<file path="src/sv/trq_pkg.sv">
// ---------------------------------------------------------------------------
// trq_pkg: shared types and codes of the touch report qualifier
// Holds the request, result, settings and state records plus the event,
// request kind and register index codes.
// ---------------------------------------------------------------------------
`default_nettype none

package trq_pkg;

  // Event codes carried with every result
  typedef enum logic [2:0] {
    EV_NONE    = 3'd0,
    EV_DOWN    = 3'd1,
    EV_UP      = 3'd2,
    EV_TIMEOUT = 3'd3,
    EV_LOST    = 3'd4,
    EV_REJECT  = 3'd5,
    EV_CANCEL  = 3'd6
  } trq_event_t;

  // Request kinds
  localparam logic OP_POLL    = 1'b0;
  localparam logic OP_RECOVER = 1'b1;

  // Register indexes on the configuration port
  localparam logic [2:0] REG_POLL_INTERVAL = 3'd0;
  localparam logic [2:0] REG_LOST_AFTER    = 3'd1;
  localparam logic [2:0] REG_SILENCE       = 3'd2;
  localparam logic [2:0] REG_SWAP_AXES     = 3'd3;
  localparam logic [2:0] REG_MIRROR_H      = 3'd4;
  localparam logic [2:0] REG_MIRROR_V      = 3'd5;
  localparam logic [2:0] REG_SCREEN_W      = 3'd6;
  localparam logic [2:0] REG_SCREEN_H      = 3'd7;

  localparam int unsigned IN_DATA_W  = 72;
  localparam int unsigned OUT_DATA_W = 64;
  localparam int unsigned ADDR_W     = 5;

  localparam logic [7:0]  STREAK_MAX = 8'hFF;
  localparam logic [31:0] REJECT_MAX = 32'hFFFF_FFFF;

  typedef struct packed {
    logic [15:0] poll_interval_ms;
    logic [7:0]  lost_after_failures;
    logic [15:0] silence_timeout_ms;
    logic        swap_axes;
    logic        mirror_horizontal;
    logic        mirror_vertical;
    logic [12:0] screen_width;
    logic [12:0] screen_height;
  } trq_cfg_t;

  typedef struct packed {
    logic        op;
    logic [31:0] now_ms;
    logic        read_ok;
    logic        fresh;
    logic [3:0]  finger_count;
    logic        palm_flag;
    logic [15:0] raw_x;
    logic [15:0] raw_y;
  } trq_item_t;

  typedef struct packed {
    logic        held;
    logic        blocked;
    logic        lost;
    logic [7:0]  failure_streak;
    logic [31:0] last_poll_time;
    logic [31:0] last_report_time;
    logic [31:0] rejected_total;
    logic [11:0] point_x;
    logic [11:0] point_y;
  } trq_state_t;

  typedef struct packed {
    trq_event_t  event_res;
    logic [11:0] mapped_x;
    logic [11:0] mapped_y;
    logic        touching;
    logic [31:0] reject_count;
    logic        controller_lost;
  } trq_result_t;

endpackage

`default_nettype wire

</file>
<file path="src/sv/trq_cfg.sv">
// ---------------------------------------------------------------------------
// trq_cfg: configuration register file
// APB-style write and read access to the eight qualifier settings.
// ---------------------------------------------------------------------------
`default_nettype none

module trq_cfg
  import trq_pkg::*;
(
  input  wire logic              clk,
  input  wire logic              rst,
  input  wire logic              psel,
  input  wire logic              penable,
  input  wire logic              pwrite,
  input  wire logic [ADDR_W-1:0] paddr,
  input  wire logic [31:0]       pwdata,
  output logic      [31:0]       prdata,
  output logic                   pready,
  output trq_cfg_t               cfg
);

  logic       wr_en;
  logic [2:0] reg_idx;

  assign pready  = 1'b1;
  assign wr_en   = psel & penable & pwrite;
  assign reg_idx = paddr[ADDR_W-1:2];

  // Write the selected register, restore defaults on reset
  always_ff @(posedge clk) begin
    if (rst) begin
      cfg.poll_interval_ms    <= 16'd20;
      cfg.lost_after_failures <= 8'd3;
      cfg.silence_timeout_ms  <= 16'd200;
      cfg.swap_axes           <= 1'b0;
      cfg.mirror_horizontal   <= 1'b0;
      cfg.mirror_vertical     <= 1'b0;
      cfg.screen_width        <= 13'd800;
      cfg.screen_height       <= 13'd480;
    end else if (wr_en) begin
      unique case (reg_idx)
        REG_POLL_INTERVAL: cfg.poll_interval_ms    <= pwdata[15:0];
        REG_LOST_AFTER:    cfg.lost_after_failures <= pwdata[7:0];
        REG_SILENCE:       cfg.silence_timeout_ms  <= pwdata[15:0];
        REG_SWAP_AXES:     cfg.swap_axes           <= pwdata[0];
        REG_MIRROR_H:      cfg.mirror_horizontal   <= pwdata[0];
        REG_MIRROR_V:      cfg.mirror_vertical     <= pwdata[0];
        REG_SCREEN_W:      cfg.screen_width        <= pwdata[12:0];
        REG_SCREEN_H:      cfg.screen_height       <= pwdata[12:0];
        default:           ;
      endcase
    end
  end

  // Read back the selected register
  always_comb begin
    prdata = 32'd0;
    unique case (reg_idx)
      REG_POLL_INTERVAL: prdata = {16'd0, cfg.poll_interval_ms};
      REG_LOST_AFTER:    prdata = {24'd0, cfg.lost_after_failures};
      REG_SILENCE:       prdata = {16'd0, cfg.silence_timeout_ms};
      REG_SWAP_AXES:     prdata = {31'd0, cfg.swap_axes};
      REG_MIRROR_H:      prdata = {31'd0, cfg.mirror_horizontal};
      REG_MIRROR_V:      prdata = {31'd0, cfg.mirror_vertical};
      REG_SCREEN_W:      prdata = {19'd0, cfg.screen_width};
      REG_SCREEN_H:      prdata = {19'd0, cfg.screen_height};
      default:           prdata = 32'd0;
    endcase
  end

endmodule

`default_nettype wire

</file>
<file path="src/sv/trq_core.sv">
// ---------------------------------------------------------------------------
// trq_core: report qualification logic
// Works out the next tracker state and the result for one request.
// ---------------------------------------------------------------------------
`default_nettype none

module trq_core
  import trq_pkg::*;
(
  input  trq_cfg_t    cfg,
  input  trq_item_t   item,
  input  trq_state_t  st,
  output trq_state_t  st_next,
  output trq_result_t res
);

  logic [31:0] poll_gap;
  logic [31:0] silence_gap;
  logic        poll_early;
  logic        silent;
  logic [7:0]  streak_inc;
  logic [12:0] lim_x;
  logic [12:0] lim_y;
  logic        off_panel;
  logic [15:0] sel_x;
  logic [15:0] sel_y;
  logic [15:0] mir_x;
  logic [15:0] mir_y;
  trq_event_t  ev;

  // Time gaps modulo 2^32
  assign poll_gap    = item.now_ms - st.last_poll_time;
  assign silence_gap = item.now_ms - st.last_report_time;
  assign poll_early  = poll_gap < {16'd0, cfg.poll_interval_ms};
  assign silent      = silence_gap > {16'd0, cfg.silence_timeout_ms};
  assign streak_inc  = (st.failure_streak == STREAK_MAX) ? STREAK_MAX
                                                         : st.failure_streak + 8'd1;

  // Swap, range check and mirror the raw point
  assign lim_x     = cfg.swap_axes ? cfg.screen_height : cfg.screen_width;
  assign lim_y     = cfg.swap_axes ? cfg.screen_width  : cfg.screen_height;
  assign off_panel = (item.raw_x >= {3'd0, lim_x}) || (item.raw_y >= {3'd0, lim_y});
  assign sel_x     = cfg.swap_axes ? item.raw_y : item.raw_x;
  assign sel_y     = cfg.swap_axes ? item.raw_x : item.raw_y;
  assign mir_x     = cfg.mirror_horizontal ? ({3'd0, cfg.screen_width} - 16'd1 - sel_x)
                                           : sel_x;
  assign mir_y     = cfg.mirror_vertical   ? ({3'd0, cfg.screen_height} - 16'd1 - sel_y)
                                           : sel_y;

  // Update state for one request
  always_comb begin
    st_next = st;
    ev      = EV_NONE;
    if (item.op == OP_RECOVER) begin
      st_next.lost           = 1'b0;
      st_next.failure_streak = 8'd0;
    end else if (!st.lost && !poll_early) begin
      st_next.last_poll_time = item.now_ms;
      if (!item.read_ok) begin
        st_next.failure_streak = streak_inc;
        if (streak_inc >= cfg.lost_after_failures) begin
          st_next.lost    = 1'b1;
          st_next.held    = 1'b0;
          st_next.blocked = 1'b0;
          ev              = EV_LOST;
        end
      end else begin
        st_next.failure_streak = 8'd0;
        if (!item.fresh) begin
          // Release a touch after too long without fresh data
          if ((st.held || st.blocked) && silent) begin
            st_next.held    = 1'b0;
            st_next.blocked = 1'b0;
            ev              = EV_TIMEOUT;
          end
        end else begin
          st_next.last_report_time = item.now_ms;
          if (item.finger_count == 4'd0) begin
            if (st.held || st.blocked) ev = EV_UP;
            st_next.held    = 1'b0;
            st_next.blocked = 1'b0;
          end else if (item.palm_flag || item.finger_count > 4'd1) begin
            // Block on palm or multi-finger contact
            if (!st.blocked) ev = EV_CANCEL;
            st_next.blocked = 1'b1;
          end else if (!st.blocked) begin
            if (off_panel) begin
              if (st.rejected_total != REJECT_MAX) begin
                st_next.rejected_total = st.rejected_total + 32'd1;
              end
              ev = EV_REJECT;
            end else begin
              st_next.point_x = mir_x[11:0];
              st_next.point_y = mir_y[11:0];
              if (!st.held) begin
                st_next.held = 1'b1;
                ev           = EV_DOWN;
              end
            end
          end
        end
      end
    end
  end

  // Result reflects the state after the request
  always_comb begin
    res.event_res       = ev;
    res.mapped_x        = st_next.point_x;
    res.mapped_y        = st_next.point_y;
    res.touching        = st_next.held | st_next.blocked;
    res.reject_count    = st_next.rejected_total;
    res.controller_lost = st_next.lost;
  end

endmodule

`default_nettype wire

</file>
<file path="src/sv/touch_report_qualifier.sv">
// ---------------------------------------------------------------------------
// touch_report_qualifier: touch controller report qualifier
// Turns polled touch reports into touch-down, touch-up and fault events.
// ---------------------------------------------------------------------------
// Usage:
//   Requests arrive on the s_ channel: s_tuser carries the kind (poll report
//   or controller recovered), s_tdata the time stamp and report fields.
//   Every request gives exactly one result on the m_ channel: m_tuser holds
//   the event code, m_tdata the last accepted point, touch, reject count and
//   lost flags as they stand after the request.
//   Settings must be written through the APB-style port only while no
//   request is in flight; the block itself does not enforce this.
//   Each request is taken into the input register, then passes once through
//   the qualifier logic into the result register, which drives m_tvalid.
//   Throughput: one request per cycle while m_tready stays high; the result
//   register and the input register form a two-entry pipe, so a request is
//   still taken while one result waits.
//   Reset clears both pipe stages, the tracker state and restores default
//   settings. When the receiver stalls, the result holds and the input
//   register fills, after which s_tready drops until m_tready returns.
// ---------------------------------------------------------------------------
`default_nettype none

module touch_report_qualifier
  import trq_pkg::*;
(
  input  wire logic                  clk,
  input  wire logic                  rst,
  // Requests
  input  wire logic                  s_tvalid,
  output logic                       s_tready,
  // [31:0] now_ms, [32] read_ok, [33] fresh, [37:34] finger_count,
  // [38] palm_flag, [54:39] raw_x, [70:55] raw_y, [71] zero
  input  wire logic [IN_DATA_W-1:0]  s_tdata,
  // [0] op
  input  wire logic                  s_tuser,
  // Results
  output logic                       m_tvalid,
  input  wire logic                  m_tready,
  // [11:0] mapped_x, [23:12] mapped_y, [24] touching, [56:25] reject_count,
  // [57] controller_lost, [63:58] zero
  output logic      [OUT_DATA_W-1:0] m_tdata,
  // [2:0] event_res
  output logic      [2:0]            m_tuser,
  // Configuration
  input  wire logic                  psel,
  input  wire logic                  penable,
  input  wire logic                  pwrite,
  input  wire logic [ADDR_W-1:0]     paddr,
  input  wire logic [31:0]           pwdata,
  output logic      [31:0]           prdata,
  output logic                       pready
);

  trq_cfg_t    cfg;
  trq_item_t   in_item;
  logic        in_valid;
  trq_state_t  st;
  trq_state_t  st_next;
  trq_result_t res;
  trq_result_t out_res;
  logic        advance;

  trq_cfg u_cfg (
    .clk     (clk),
    .rst     (rst),
    .psel    (psel),
    .penable (penable),
    .pwrite  (pwrite),
    .paddr   (paddr),
    .pwdata  (pwdata),
    .prdata  (prdata),
    .pready  (pready),
    .cfg     (cfg)
  );

  trq_core u_core (
    .cfg     (cfg),
    .item    (in_item),
    .st      (st),
    .st_next (st_next),
    .res     (res)
  );

  // Move a request into the result register when that slot frees up
  assign advance  = in_valid && (!m_tvalid || m_tready);
  assign s_tready = !in_valid || advance;

  // Input register
  always_ff @(posedge clk) begin
    if (rst) begin
      in_valid <= 1'b0;
    end else if (s_tready) begin
      in_valid <= s_tvalid;
    end
  end

  always_ff @(posedge clk) begin
    if (s_tready && s_tvalid) begin
      in_item.op           <= s_tuser;
      in_item.now_ms       <= s_tdata[31:0];
      in_item.read_ok      <= s_tdata[32];
      in_item.fresh        <= s_tdata[33];
      in_item.finger_count <= s_tdata[37:34];
      in_item.palm_flag    <= s_tdata[38];
      in_item.raw_x        <= s_tdata[54:39];
      in_item.raw_y        <= s_tdata[70:55];
    end
  end

  // Tracker state advances with each request
  always_ff @(posedge clk) begin
    if (rst) begin
      st <= '0;
    end else if (advance) begin
      st <= st_next;
    end
  end

  // Result register
  always_ff @(posedge clk) begin
    if (rst) begin
      m_tvalid <= 1'b0;
    end else if (!m_tvalid || m_tready) begin
      m_tvalid <= in_valid;
    end
  end

  always_ff @(posedge clk) begin
    if (advance) begin
      out_res <= res;
    end
  end

  assign m_tuser = out_res.event_res;
  assign m_tdata = {6'd0, out_res.controller_lost, out_res.reject_count,
                    out_res.touching, out_res.mapped_y, out_res.mapped_x};

endmodule

`default_nettype wire

</file>
<file path="config.mk">
export PLATFORM = sky130hd
export DESIGN_NAME = touch_report_qualifier
export DESIGN_NICKNAME = d
export VERILOG_FILES = /design/src/sv/trq_pkg.sv /design/src/sv/trq_cfg.sv /design/src/sv/trq_core.sv /design/src/sv/touch_report_qualifier.sv
export SDC_FILE = /design/constraint.sdc
export NUM_CORES = 1
export LEC_CHECK = 0
export ABC_CLOCK_PERIOD_IN_PS = 7100
export BUFFER_PORTS_ARGS = -buffer_cell sky130_fd_sc_hd__buf_2
export CAP_MARGIN = 15
export CORE_MARGIN = 8
export CORE_UTILIZATION = 29
export CTS_CLUSTER_DIAMETER = 50
export DETAILED_ROUTE_END_ITERATION = 10
export SETUP_SLACK_MARGIN = 0.2
export SKIP_LAST_GASP = 1
export SLEW_MARGIN = 20
export SYNTH_ARGS = -nofsm -noshare
export SYNTH_HDL_FRONTEND = slang
export SYNTH_SLANG_ARGS = --single-unit
</file>
<file path="constraint.sdc">
create_clock -name clk -period 7.1 [get_ports clk]
set_input_delay 0.71 -clock clk [delete_from_list [all_inputs] [get_ports clk]]
set_output_delay 0.71 -clock clk [all_outputs]
set_load 0.02 [all_outputs]
</file>
==> results of run 1 <==
## per-stage QoR
| stage | worst slack [ns] | hold slack [ns] | power [uW] |
|---|---|---|---|
| floorplan | 2.14 | 0.436 | 2600 |
| global placement | 0.989 | 0.442 | 2790 |
| detailed placement | 0.853 | 0.462 | 2790 |
| CTS | 0.824 | 0.245 | 5310 |
| global route | 0.256 | 0.250 | 5470 |
| finish | 0.798 | 0.287 | 5230 |
## kinds of logic after synthesis
logic type                 count (synthesis)  share of synthesized area
and+or+nand+nor                          708                      0.159
AOI/OAI and AO/OA                        499                      0.153
DFF                                      335                      0.388
buffers and inverters                    260                     0.0588
muxes                                    212                      0.106
adders and majority gates                155                     0.0952
xor gates and xnor gates                  94                     0.0398
other                                      2                   0.000363
## cell type report
class / instances / share of cell area
Clock buffer: 59 / 0.0561
Multi-Input combinational cell: 1691 / 0.482
Antenna cell: 1 / 0.000104
Sequential cell: 335 / 0.335
Timing Repair Buffer: 187 / 0.0410
Clock inverter: 36 / 0.0141
Tap cell: 950 / 0.0496
Inverter: 143 / 0.0224
## registers in the layout, summed over array words and instances, names as in the netlist
name       cells
in_valid       1
m_tdata       58
m_tvalid       1
in_item       72
u_cfg.cfg     69
st           131
m_tuser        3
## layer usage
layer | share of wire | wire (um) | track usage
met5 | 0 | 0 | 0
met4 | 0.024 | 1420 | 0.0406
met3 | 0.039 | 2240 | 0.0213
met2 | 0.49 | 28500 | 0.242
met1 | 0.45 | 26000 | 0.176
## critical path, stage by stage (launching register included)
cell and delay (ns):
edfxtp_1 0.51, ha_1 0.33, nor2b_1 0.14, o31a_1 0.31, o211ai_1 0.35, nand2_1 0.17
nor2_1 0.19, o21a_1 0.17, o21ai_0 0.11, xor2_1 0.18, ha_1 0.30, a21oi_1 0.13
o21ai_0 0.17, a2111oi_0 0.41, mux2i_1 0.13, a2111oi_0 0.35, nand4_1 0.14, or4_1 0.83
nand3_4 0.47, buf_12 0.36, mux2i_1 0.25, nor2_1 0.05
## cells in the mapped netlist (19+ instances only)
master,instances
mux2i_1,175
nor2_1,220
a21oi_1,181
xor2_1,48
dfxtp_1,202
xnor2_1,46
nor2b_1,21
clkbuf_1,65
a21o_1,37
nor3_1,36
ha_1,151
edfxtp_1,133
or3_1,19
inv_1,143
o21ai_0,88
nand3_1,57
nand2_1,229
o31ai_1,34
buf_4,28
or4_1,31
nand4_1,25
mux2_2,23
## where the power goes
group | internal, uW | leakage, uW | switching (uW)
clock network | 1490 | 0.000827 | 987
registers | 2060 | 0.00288 | 47.1
logic | 241 | 0.00599 | 405
total | 3790 | 0.00969 | 1440
## path summary, 6_finish.rpt
path,endpoint,slack (ns)
setup / recovery,st[103],0.80
hold reg to reg,u_cfg.cfg[34],0.47
setup reg to reg,st[103],0.80
hold / removal,in_item[18],0.29
## placed cells by master (no fill, tap or decap), drive strengths merged, types with 35 or more instances in the layout
| cell type | count |
|---|---|
| mux2i | 175 |
| mux2 | 35 |
| a21o | 37 |
| dfxtp | 202 |
| nor3 | 36 |
| xnor2 | 46 |
| edfxtp | 133 |
| a21oi | 184 |
| ha | 151 |
| inv | 156 |
| nor2 | 220 |
| o21ai | 95 |
| buf | 187 |
| nand3 | 59 |
| nand2 | 230 |
| clkbuf | 59 |
| xor2 | 48 |
==> summary.txt, run 1 <==
Status
  • Status: finished, final reports clean

Place
  • Post-DP HPWL: 43.6 mm
  • Post-Place Cells: 3306
  • Area after DPL: 22300 um^2
  • Input/output buffers: 176
  • Routability congestion estimate: 0.867

Worst setup path
  • Startpoint types: register
  • CP startpoint: in_item[40]
  • Endpoint type of the worst setup path: register
  • Crit Reg-Reg Startpoint: in_item[40]
  • Crit path required time: 7.53 ns
  • CP max FO: 69
  • Reg2Reg Depth: 21
  • Kind of critical path: reg2reg
  • WP data arrival: 6.73 ns

Route
  • Routed Antenna Nets: 0
  • DR pass1 iterations: 5
  • DRC: 0
  • Via count: 16800
  • Total Wirelength: 58.1 mm
  • Avg Vias per Cell: 4.95
  • WL per Instance: 17.1 um
  • Initial DRC Count: 1314

STA
  • Worst Tran Pin Value: 0.939 ns
  • Fmax: 159 MHz
  • Skew final: 0.0335 ns
  • Post-layout min period: 6.30 ns
  • Fin. max-slew vios: 0
  • Hold Fails Final Rpt: 0
  • Headroom to the max-slew limit: 0.374
  • Final setup TNS: 0 ns
  • Fin crit share: 0.888
  • RSZ-0062 raised after global routing: false
  • Setup violators final: 0

Die
  • Die width: 283 um
  • Die area: 80200 um^2
  • Core Area: 71100 um^2
  • Die H: 283 um
  • Starting Density: 0.291
  • IO Pins: 219
  • FP Rows: 98

Clock network
  • TritonCTS Buffers: 51
  • CTS sink count: 335
  • Postcts setup bufs: 0
  • Worst-Skew Late Latency: 0.59 ns
  • H-tree depth: 2
  • Longest Clk Path Bufs: 3
  • Post-CTS Hold Fix Bufs: 0
  • Post-CTS sizing: 0
  • Clock Pin Slew Worst Setup and Hold Paths: 0.06 ns
  • Clk root buf: clkbuf_16
  • CTS tree: yes

Global route
  • Vias in the first global route: 16100
  • Gr ovfl total: 0
  • Largest net degree at the start of global routing: 116
  • Initial antenna violation count: 1
  • First-pass GRT wire length: 90.9 mm
  • Total GRT Usage: 0.139

Synth
  • Post-synth EDFFs: 133
  • Sequential area share after synthesis: 0.388
  • Top FF cell, synth: dfxtp_1
  • Synth Instances: 2265
  • Synth warn: 0
  • Share of the synthesized area in the top cell type: 0.195
  • Avg Synthesized Cell Area: 9.14 um^2
  • Area contributors post-synth: dfxtp_1 (20%), edfxtp_1 (19%), ha_1 (9.1%)
  • Mapped cell area: 20700 um^2
  • Largest area contributor in the netlist: dfxtp_1
  • Async set or reset register ratio after synthesis: 0
  • Yosys reg bits: 335
  • Cell variety after synth: 80

Run
  • Number of max-cap violations: 0

Power
  • Static Leak: 0.00969 uW
  • Maximum vdd ir drop: 0.160 mV
  • Pwr Density: 218 nW/um^2

Layout
  • Multi-input gate area: 11500 um^2
  • Share of layout cells above drive strength 1: 0.133
  • Fillers: 7402
  • Finished Cell Area: 24000 um^2
  • Register area: 8040 um^2
  • Post-layout util: 0.337
  • Final Instance Count excl. Fillers: 3402
  • Final net count: 2681
  • Synthesis-to-finish area growth: 15.9%

Min path
  • Class of the worst hold path: in2reg
  • Hold Crit Depth: 1
  • Hold Startpoint: s_tdata[41]
No activity file was read; power rests on OpenSTA's default activity.
==> run 2: changes to the inputs <==
--- a/config.mk
+++ b/config.mk
@@ -8,10 +8,13 @@
 export ABC_CLOCK_PERIOD_IN_PS = 7100
 export BUFFER_PORTS_ARGS = -buffer_cell sky130_fd_sc_hd__buf_2
 export CAP_MARGIN = 15
-export CORE_MARGIN = 8
+export CELL_PAD_IN_SITES_DETAIL_PLACEMENT = 0
+export CELL_PAD_IN_SITES_GLOBAL_PLACEMENT = 1
+export CORE_MARGIN = 4
 export CORE_UTILIZATION = 29
 export CTS_CLUSTER_DIAMETER = 50
 export DETAILED_ROUTE_END_ITERATION = 10
+export PLACE_DENSITY_LB_ADDON = 0.1
 export SETUP_SLACK_MARGIN = 0.2
 export SKIP_LAST_GASP = 1
 export SLEW_MARGIN = 20
==> run 2 against run 1 <==
Clock skew down 0.0055 ns. Total power increased by 2.7%. Routed wire length is 7.2% higher. Count of clock-buffer cells in the layout did not move. Via count fell by 0.87%. Hold slack lost 0.0064 ns. Sequential power about the same. Critical path type unchanged.
==> summary.txt, run 2 (synthesis results as in run 1) <==
Worst setup path
  • Crit path to: m_tdata[14] (was st[103])
  • Critical path, cell by cell: ha_1, o21a_1, o31a_1, o211ai_1, nand2_1, nor2_1, o21a_1, o21ai_0, xor2_1, ha_1, a21oi_1, o21ai_0, a2111oi_0, mux2i_1, a2111oi_0, nand4_1, or4_1, and2_4, nand2_4, mux2_2 (was ha_1, nor2b_1, o31a_1, o211ai_1, nand2_1, nor2_1, o21a_1, o21ai_0, xor2_1, ha_1, a21oi_1, o21ai_0, a2111oi_0, mux2i_1, a2111oi_0, nand4_1, or4_1, nand3_4, buf_12, mux2i_1, nor2_1)
  • Startpoint types: register (unchanged)
  • WP data arrival: 6.58 ns (was 6.73 ns)
  • CP max FO: 24 (was 69)
  • R2R Setup Slk: 0.87 ns (was 0.80 ns)
  • Crit path required time: 7.45 ns (was 7.53 ns)
  • CP startpoint: in_item[41] (was in_item[40])
  • Crit Reg-Reg Startpoint: in_item[41] (was in_item[40])
  • Endpoint type of the worst setup path: register (unchanged)
  • Reg2Reg Depth: 20 (was 21)
  • Capturing point of the worst reg2reg path: m_tdata[14] (was st[103])
  • Max incr delay on CP: 0.82 ns (was 0.83 ns)
  • Critical-path top delay cell: or4_1 (unchanged)
  • Kind of critical path: reg2reg (unchanged)

Layout
  • Inserted Diodes: 0 (was 1)
  • Most common cell after layout, fill and taps aside: nand2_1 (unchanged)
  • Finished Cell Area: 24100 um^2 (was 24000 um^2)
  • Share of layout cells above drive strength 1: 0.134 (was 0.133)
  • Multi-input gate area: 11600 um^2 (was 11500 um^2)
  • Final net count: 2684 (was 2681)
  • Top reg by flops: st (unchanged)
  • Max reg flops: 131 (unchanged)
  • Synthesis-to-finish area growth: 16.4% (was 15.9%)
  • Register area: 8040 um^2 (unchanged)
  • Fillers: 7378 (was 7402)
  • Most frequent cells in the layout: nand2_1 (229), nor2_1 (220), dfxtp_1 (201), a21oi_1 (181) (unchanged)
  • Largest registers: st x131, in_item x72, u_cfg.cfg x69 (unchanged)

Route
  • DRC: 0 (unchanged)
  • Routed Antenna Nets: 0 (unchanged)
  • Total Wirelength: 62.3 mm (was 58.1 mm)
  • DR pass1 iterations: 5 (unchanged)
  • Via count: 16700 (was 16800)
  • Avg Vias per Cell: 4.92 (was 4.95)
  • WL per Instance: 18.3 um (was 17.1 um)
  • Initial DRC Count: 792 (was 1314)

Global route
  • First-pass GRT wire length: 95.9 mm (was 90.9 mm)
  • Vias in the first global route: 16600 (was 16100)
  • Initial antenna violation count: 1 (unchanged)
  • Largest net degree at the start of global routing: 67 (was 116)
  • Gr ovfl total: 0 (unchanged)
  • Total GRT Usage: 0.161 (was 0.139)

Power
  • Pwr Density: 223 nW/um^2 (was 218 nW/um^2)
  • Static Leak: 0.00974 uW (was 0.00969 uW)
  • Maximum vdd ir drop: 0.172 mV (was 0.160 mV)

STA
  • RSZ-0062 raised after global routing: false (unchanged)
  • Setup violators final: 0 (unchanged)
  • Final setup TNS: 0 ns (unchanged)
  • Worst Tran Pin Value: 1.08 ns (was 0.939 ns)
  • Fin crit share: 0.878 (was 0.888)
  • Post-layout min period: 6.23 ns (was 6.30 ns)
  • Fin. max-slew vios: 0 (unchanged)
  • Hold Fails Final Rpt: 0 (unchanged)
  • Fmax: 160 MHz (was 159 MHz)
  • Headroom to the max-slew limit: 0.275 (was 0.374)
  • Skew final: 0.0280 ns (was 0.0335 ns)

Clock network
  • TritonCTS Buffers: 52 (was 51)
  • Post-CTS Hold Fix Bufs: 0 (unchanged)
  • Worst-Skew Late Latency: 0.60 ns (was 0.59 ns)
  • CTS sink count: 335 (unchanged)
  • CTS tree: yes (unchanged)
  • Postcts setup bufs: 0 (unchanged)
  • Clock Pin Slew Worst Setup and Hold Paths: 0.06 ns (about the same)
  • Clk root buf: clkbuf_16 (unchanged)
  • Post-CTS sizing: 0 (unchanged)
  • H-tree depth: 2 (unchanged)
  • Longest Clk Path Bufs: 3 (unchanged)

Min path
  • Class of the worst hold path: in2reg (unchanged)
  • Hold Crit Depth: 1 (unchanged)

Die
  • Die area: 75700 um^2 (was 80200 um^2)
  • IO Pins: 219 (unchanged)
  • FP Rows: 97 (was 98)
  • Core Area: 70400 um^2 (was 71100 um^2)
  • Starting Density: 0.294 (was 0.291)
  • Die width: 275 um (was 283 um)
  • Die H: 275 um (was 283 um)

Place
  • Routability congestion estimate: 0.839 (was 0.867)
  • Input/output buffers: 176 (unchanged)
  • Area after DPL: 22300 um^2 (about the same)
  • Post-DP HPWL: 47.3 mm (was 43.6 mm)

Status
  • Status: finished, final reports clean (unchanged)

Run
  • Number of max-cap violations: 0 (unchanged)
## run 2: worst min path at each step
stage,from,end
finish,s_tdata[42],in_item[19]
global route,s_tdata[37],in_item[36]
CTS,s_tdata[36],in_item[35]
detailed placement,u_cfg.cfg[33],u_cfg.cfg[33]
global placement,u_cfg.cfg[34],u_cfg.cfg[34]
floorplan,u_cfg.cfg[33],u_cfg.cfg[33]
## run 2: cell type report
type | count | share of cell area
clock buffer | 59 | 0.0564
clock inverter | 39 | 0.0177
inverter | 143 | 0.0223
multi-input combinational | 1691 | 0.480
sequential | 335 | 0.334
tap | 940 | 0.0488
timing repair buffer | 189 | 0.0414
## run 2: power by group
| part | internal (uW) | total (uW) | switching [uW] | leakage [uW] |
|---|---|---|---|---|
| sequential | 2060 | 2100 | 45.4 | 0.00288 |
| clock | 1590 | 2610 | 1020 | 0.000866 |
| combinational | 242 | 661 | 418 | 0.00600 |
## run 2: metal layers
metal / global-route usage / wire [um] / vias to the layer above
li1: - / - / 8427
met2: 0.281 / 30100 / 257
met1: 0.204 / 27900 / 7919
met5: 0 / 0 / -
met4: 0.0562 / 1980 / 0
met3: 0.0235 / 2270 / 90
## run 2: through the flow
step	util	worst slack (ns)	total power, uW	hold slack, ns	cells
detailed placement	0.317	0.861	2810	0.455	3298
floorplan	-	2.14	2600	0.436	2286
finish	0.342	0.868	5370	0.281	3396
global route	0.342	0.477	5630	0.235	3396
global placement	0.317	0.965	2810	0.444	3298
CTS	0.342	0.846	5470	0.225	3396
## run 2: critical path, delay by kind of cell (launching register included)
kind | cells | cell delay [ns]
AOI/OAI and AO/OA | 9 | 2.07
and+or+nand+nor | 6 | 1.95
adders and majority gates | 2 | 0.70
muxes | 2 | 0.53
DFF | 1 | 0.47
xor gates and xnor gates | 1 | 0.22
